==> config.mk <==
export PLATFORM = sky130hd
export DESIGN_NAME = bac_ctrl
export DESIGN_NICKNAME = d
export VERILOG_FILES = /design/src/bac_pkg.sv /design/src/bac_ctrl.sv
export SDC_FILE = /design/constraint.sdc
export NUM_CORES = 1
export LEC_CHECK = 0
export ABC_CLOCK_PERIOD_IN_PS = 1100
export BUFFER_PORTS_ARGS = -buffer_cell sky130_fd_sc_hd__buf_2
export CORE_AREA = 2 2 39 41
export CTS_CLUSTER_SIZE = 16
export DETAILED_ROUTE_END_ITERATION = 7
export DIE_AREA = 0 0 41 43
export GPL_TIMING_DRIVEN = 0
export PLACE_DENSITY = 0.45
export SETUP_SLACK_MARGIN = 0.4
export SLEW_MARGIN = 20
export SYNTH_ARGS = -nofsm -noshare
export SYNTH_HDL_FRONTEND = slang
export SYNTH_SLANG_ARGS = --single-unit
==> constraint.sdc <==
create_clock -name i_clk -period 1.1 [get_ports i_clk]
set_input_delay 0.33 -clock i_clk [delete_from_list [all_inputs] [get_ports i_clk]]
set_output_delay 0.33 -clock i_clk [all_outputs]
set_load 0.005 [all_outputs]
==> src/bac_pkg.sv <==
// Types, constants and helper functions for the background autocrop core
package bac_pkg;

    localparam int FRAME_PIXELS = 65536;
    localparam int DIM_MAX      = 4096;

    localparam int PIX_W   = 32;
    localparam int DIM_W   = $clog2(DIM_MAX) + 1;
    localparam int POS_W   = DIM_W - 1;
    localparam int PROD_W  = 2 * DIM_W;
    localparam int ADDR_W  = $clog2(FRAME_PIXELS);
    localparam int CFG_IDX_W = 2;

    localparam logic [DIM_W-1:0] RST_IMAGE_WIDTH  = DIM_W'(256);
    localparam logic [DIM_W-1:0] RST_IMAGE_HEIGHT = DIM_W'(256);

    typedef enum logic {
        OP_LOAD = 1'b0,
        OP_READ = 1'b1
    } t_op;

    typedef enum logic [1:0] {
        ST_OK      = 2'd0,
        ST_EMPTY   = 2'd1,
        ST_NO_READ = 2'd2,
        ST_OVERRUN = 2'd3
    } t_status;

    typedef enum logic [CFG_IDX_W-1:0] {
        CFG_IMAGE_WIDTH  = 2'd0,
        CFG_IMAGE_HEIGHT = 2'd1,
        CFG_BACKGROUND   = 2'd2
    } t_cfg_idx;

    typedef enum logic [2:0] {
        S_IDLE,
        S_ADDR,
        S_MUL,
        S_EXEC,
        S_DONE
    } t_state;

    typedef struct packed {
        logic capture;
        logic addr;
        logic mul;
        logic exec;
        logic out_load;
    } t_cmd;

    // size register clamped to 1..DIM_MAX
    function automatic logic [DIM_W-1:0] eff_dim(input logic [DIM_W-1:0] v);
        logic [DIM_W-1:0] r;
        r = v;
        if (v == '0) begin
            r = DIM_W'(1);
        end else if (v > DIM_W'(DIM_MAX)) begin
            r = DIM_W'(DIM_MAX);
        end
        return r;
    endfunction

endpackage

==> src/bac_ctrl.sv <==
// Sequencing state machine and output handshake of the autocrop core
module bac_ctrl import bac_pkg::*; (
    input  logic i_clk,
    input  logic i_rst_n,
    input  logic i_in_valid,
    output logic o_in_stall,
    output logic o_out_valid,
    input  logic i_out_stall,
    output t_cmd o_cmd
);

    t_state r_state;
    t_state n_state;
    logic   r_out_valid;
    logic   out_free;

    assign out_free = !r_out_valid || !i_out_stall;

    always_comb begin
        n_state = r_state;
        case (r_state)
            S_IDLE: begin
                if (i_in_valid) begin
                    n_state = S_ADDR;
                end
            end
            S_ADDR: n_state = S_MUL;
            S_MUL:  n_state = S_EXEC;
            S_EXEC: n_state = S_DONE;
            S_DONE: begin
                if (out_free) begin
                    n_state = S_IDLE;
                end
            end
            default: n_state = S_IDLE;
        endcase
    end

    always_comb begin
        o_cmd      = '0;
        o_in_stall = 1'b1;
        case (r_state)
            S_IDLE: begin
                o_in_stall    = 1'b0;
                o_cmd.capture = i_in_valid;
            end
            S_ADDR: o_cmd.addr = 1'b1;
            S_MUL:  o_cmd.mul  = 1'b1;
            S_EXEC: o_cmd.exec = 1'b1;
            S_DONE: o_cmd.out_load = out_free;
            default: o_in_stall = 1'b1;
        endcase
    end

    always_ff @(posedge i_clk) begin
        if (!i_rst_n) begin
            r_state     <= S_IDLE;
            r_out_valid <= 1'b0;
        end else begin
            r_state <= n_state;
            if (o_cmd.out_load) begin
                r_out_valid <= 1'b1;
            end else if (!i_out_stall) begin
                r_out_valid <= 1'b0;
            end
        end
    end

    assign o_out_valid = r_out_valid;

endmodule

== Word-level counts from Yosys, hierarchy flattened ==
Cells that the tools add are included.
Storage, ports and cells
  input port bits: 4
  bits in registers: 4
  output and inout bits: 7
Cells by class
  eq/ne operators: 7
  reduce and logical (&&, ||, !) cells: 5
  muxes and demuxes: 11
Operator list (count)
  $pmux 3 s5: 1
  $mux 1: 8
  $eq 3x2->1 const B: 2
  $mux 3: 2
  $ne 2x2->1 const B: 2
  $eq 3x1->1 const B: 1
  $eq 3x3->1 const B: 1
  $logic_not 3->1: 1
  $logic_not 1->1: 2
  $ne 2x1->1 const B: 1
  $reduce_and 2->1: 1
  $logic_or 1x1->1: 1

== Depth between registers and ports, before layout ==
  depth in word-level cells: 4
  depth in mapped cells: 2
  gate-level depth less buffers: 2

== Worst setup path after synthesis ==
Ideal clock, no wire load.
  path kind: register to output
  start: reg r_state[2]
  end: out o_cmd[0] in the netlist's numbering
  data arrival time: 0.927 ns
  stages on the path, launching flop included: 3
  path slack: -0.157 ns
  buffers on the path: 0
  path through: dfxtp_1 or3b_4 a21oi_1
RTL lines
  start: declaration: RTL line bac_ctrl.sv:12  | t_state r_state;
  start signal: assignment: RTL line bac_ctrl.sv:60  | r_state <= n_state;
  end: declaration: RTL line bac_ctrl.sv:9  | output t_cmd o_cmd

==> run metrics <==
failing checks setup timing; Synth top area share just over 40%; Synth Instances 20; synthesized area 199 sq um; Crit. End Element output port; placed insts 46; CTS max path bufs 2; crit path kind reg -> out; Final TNS setup -1.90 ns; Cell variety after synth 14; r2r setup slk -0.06 ns; CP arrival 1.19 ns; synthesized area per cell 9.95 sq um; fillers 145; Clock Tree Root clkbuf_4; dominant cell type by area after synthesis dfxtp_1; vias in the first global route 184; detailed-route via count 215; Fin. Hold Viols 0; status finished, violations left; Final Critical Period roughly 1.5 ns; count of final max-slew check failures 0; Comb pwr share 24.6%; sw frac 26.4%; DR pass1 iterations 4; initial drt markers 1; Clock Latency Late Sink 0.24 ns; Peak VDD IR 0.541 mV; share of post-route cells with drive strength above 1 between 70% and 80%; Worst Setup SP r_state[2]; cell row count 14; Switch Pwr roughly 0.12 mW; starting density of the core 14.4%; routed length per instance 10.4 microns; CTS tree built; R2R depth 4; Pwr Total 0.471 mW; Hold-fix buffers, CTS 0; Die Area ~1800 sq um; Hold Crit Depth 3; synth warn 0; Die Span Y 43 microns; top area cells in the synthesized netlist dfxtp_1 40%, nor3b_1 11%, o2bb2ai_2 7.5%, a21boi_2 5.7%, or3b_4 5.7%; CTS H-tree lvls 1; via density per instance about 4.0; RSZ-0062 raised after global routing true; Clk pwr share 40.0%; worst reg2reg endpoint r_state[2]; core box area 1380 sq um; initial antenna violation count 0; Yosys reg bits 4; Multi-input gate area 156 sq um; pre-CTS setup slack -0.229 ns; Seq/Total Area, Yosys 40.3%; Least-Margin Pin Slew roughly 0.22 ns; Final Cell Area ~410 sq um; DRT antenna net count 0; relative slew slack between 80 and 90%; DR DRC count 0; PD cells 1160 nW/um^2; HP Start i_out_stall; Antenna diodes 0; r2r startpoint r_state[2]; clock skew ~0.0021 ns; Hold Path Class in -> reg; Final GP Congestion 0.643; Crit path required time 0.77 ns; Final WS setup -0.420 ns; # setup viols final 8; Worst setup SP type register; Syn Nets 24; FF+latch area 92.6 sq um; Routed Wire Length between 500 and 600 microns; maxcap violations 0; clock buffer count from CTS 3; Post-Layout Cell Count 54; pin count of the biggest net entering global routing 8; sequential share of power 35.3%; gr ovfl total 0; global router's overall resource usage 8.03%; Die W 41 microns; first-pass GRT wire length between 800 and 900 microns; Area Growth Syn to Fin 104%; Hold Path End o_out_valid; maximum clock frequency 0.658 GHz; Placed Area approximately 280 sq um; clock slew at reported path FFs 0.04 ns; final net count 44; period utilization 138%; CP max FO 4; leak pwr approximately 0.18 nW; PortBufs 10; Internal Power around 0.35 mW; clock sink count 4; I/O pin cnt 11
power groups by stage:
stage / clock, mW / combinational [mW] / sequential, mW
after floorplan: 0 / 0.0393 / 0.173
after global placement: 0 / 0.0699 / 0.177
after detailed placement: 0 / 0.0696 / 0.176
after CTS: 0.197 / 0.0881 / 0.169
after global routing: 0.207 / 0.127 / 0.169
final: 0.189 / 0.116 / 0.166
kinds of logic (layout without fill, tap and decap cells):
family,Yosys count,in the layout,synth area share (%)
flip-flops,4,4,40.3
XOR/XNOR,1,1,4.40
AND/OR/NAND/NOR,11,11,37.7
AO/OA/AOI/OAI,3,3,15.7
buffers and inverters,1,19,1.88
layout make-up:
| cell class | count | share of cell area [%] |
|---|---|---|
| Clock buffer | 3 | 5.54 |
| Multi-Input combinational cell | 15 | 38.5 |
| Timing Repair Buffer | 15 | 27.4 |
| Tap cell | 16 | 4.92 |
| Sequential cell | 4 | 22.8 |
| Inverter | 1 | 0.923 |
sequential cells by signal, indices dropped and copies added, names as in the netlist:
register and count:
o_out_valid 1, r_state 3
repair_timing:
item,CTS,global route
gates resized for setup,7,7
pin swaps,2,4
buffers inserted,3,2
endpoints found under the setup margin,11,11
cells in the final DEF, fill, tap and decap left out:
cell	instances
buf_2	8
nand3_1	1
nor3b_2	2
a21boi_2	1
dfxtp_2	1
nor4b_4	1
a21oi_2	1
xnor2_1	1
dfxtp_4	3
nor2_1	2
nor3b_1	1
buf_4	2
or3_1	1
clkbuf_4	3
or3b_4	1
o2bb2ai_4	1
and3b_2	1
inv_1	1
buf_6	5
nand2_1	1
metal layers:
metal  track usage, %  vias to the layer above  share of wire [%]
li1                 -                      108                  -
met1             9.32                       93                 47
met2             8.44                       14                 39
met3             9.42                        0                 13
met4             4.00                        0                  0
met5                0                        -                  0
worst max-delay path by stage:
stage	cells past startpoint	endpoint	slack [ns]
6_report	3	o_cmd[0]	-0.42
5_1_grt	3	o_cmd[0]	-0.48
4_1_cts	3	o_cmd[0]	-0.44
3_5_place_dp	3	o_cmd[0]	-0.23
3_3_place_gp	3	o_cmd[0]	-0.23
2_1_floorplan	2	o_cmd[0]	-0.09
stage by stage:
stage	util [%]	hold slack, ns
3_5_place_dp	20.0	0.465
4_1_cts	24.9	0.353
5_1_grt	29.4	0.383
6_report	29.4	0.375
2_1_floorplan	-	0.430
3_3_place_gp	20.0	0.468
cells in the mapped netlist:
| master | instances |
|---|---|
| dfxtp_1 | 4 |
| nor3b_1 | 3 |
| nor2_1 | 2 |
| a21boi_2 | 1 |
| a21oi_1 | 1 |
| and3b_2 | 1 |
| inv_1 | 1 |
| nand2_1 | 1 |
| nand3_1 | 1 |
| nor4b_1 | 1 |
| o2bb2ai_2 | 1 |
| or3_1 | 1 |
| or3b_4 | 1 |
| xnor2_1 | 1 |
critical path: stages, from the launching register on:
cell	delay, ns
dfxtp_4	0.35
or3b_4	0.39
a21oi_2	0.10
buf_2	0.11
No activity file was read; power rests on OpenSTA's default activity.
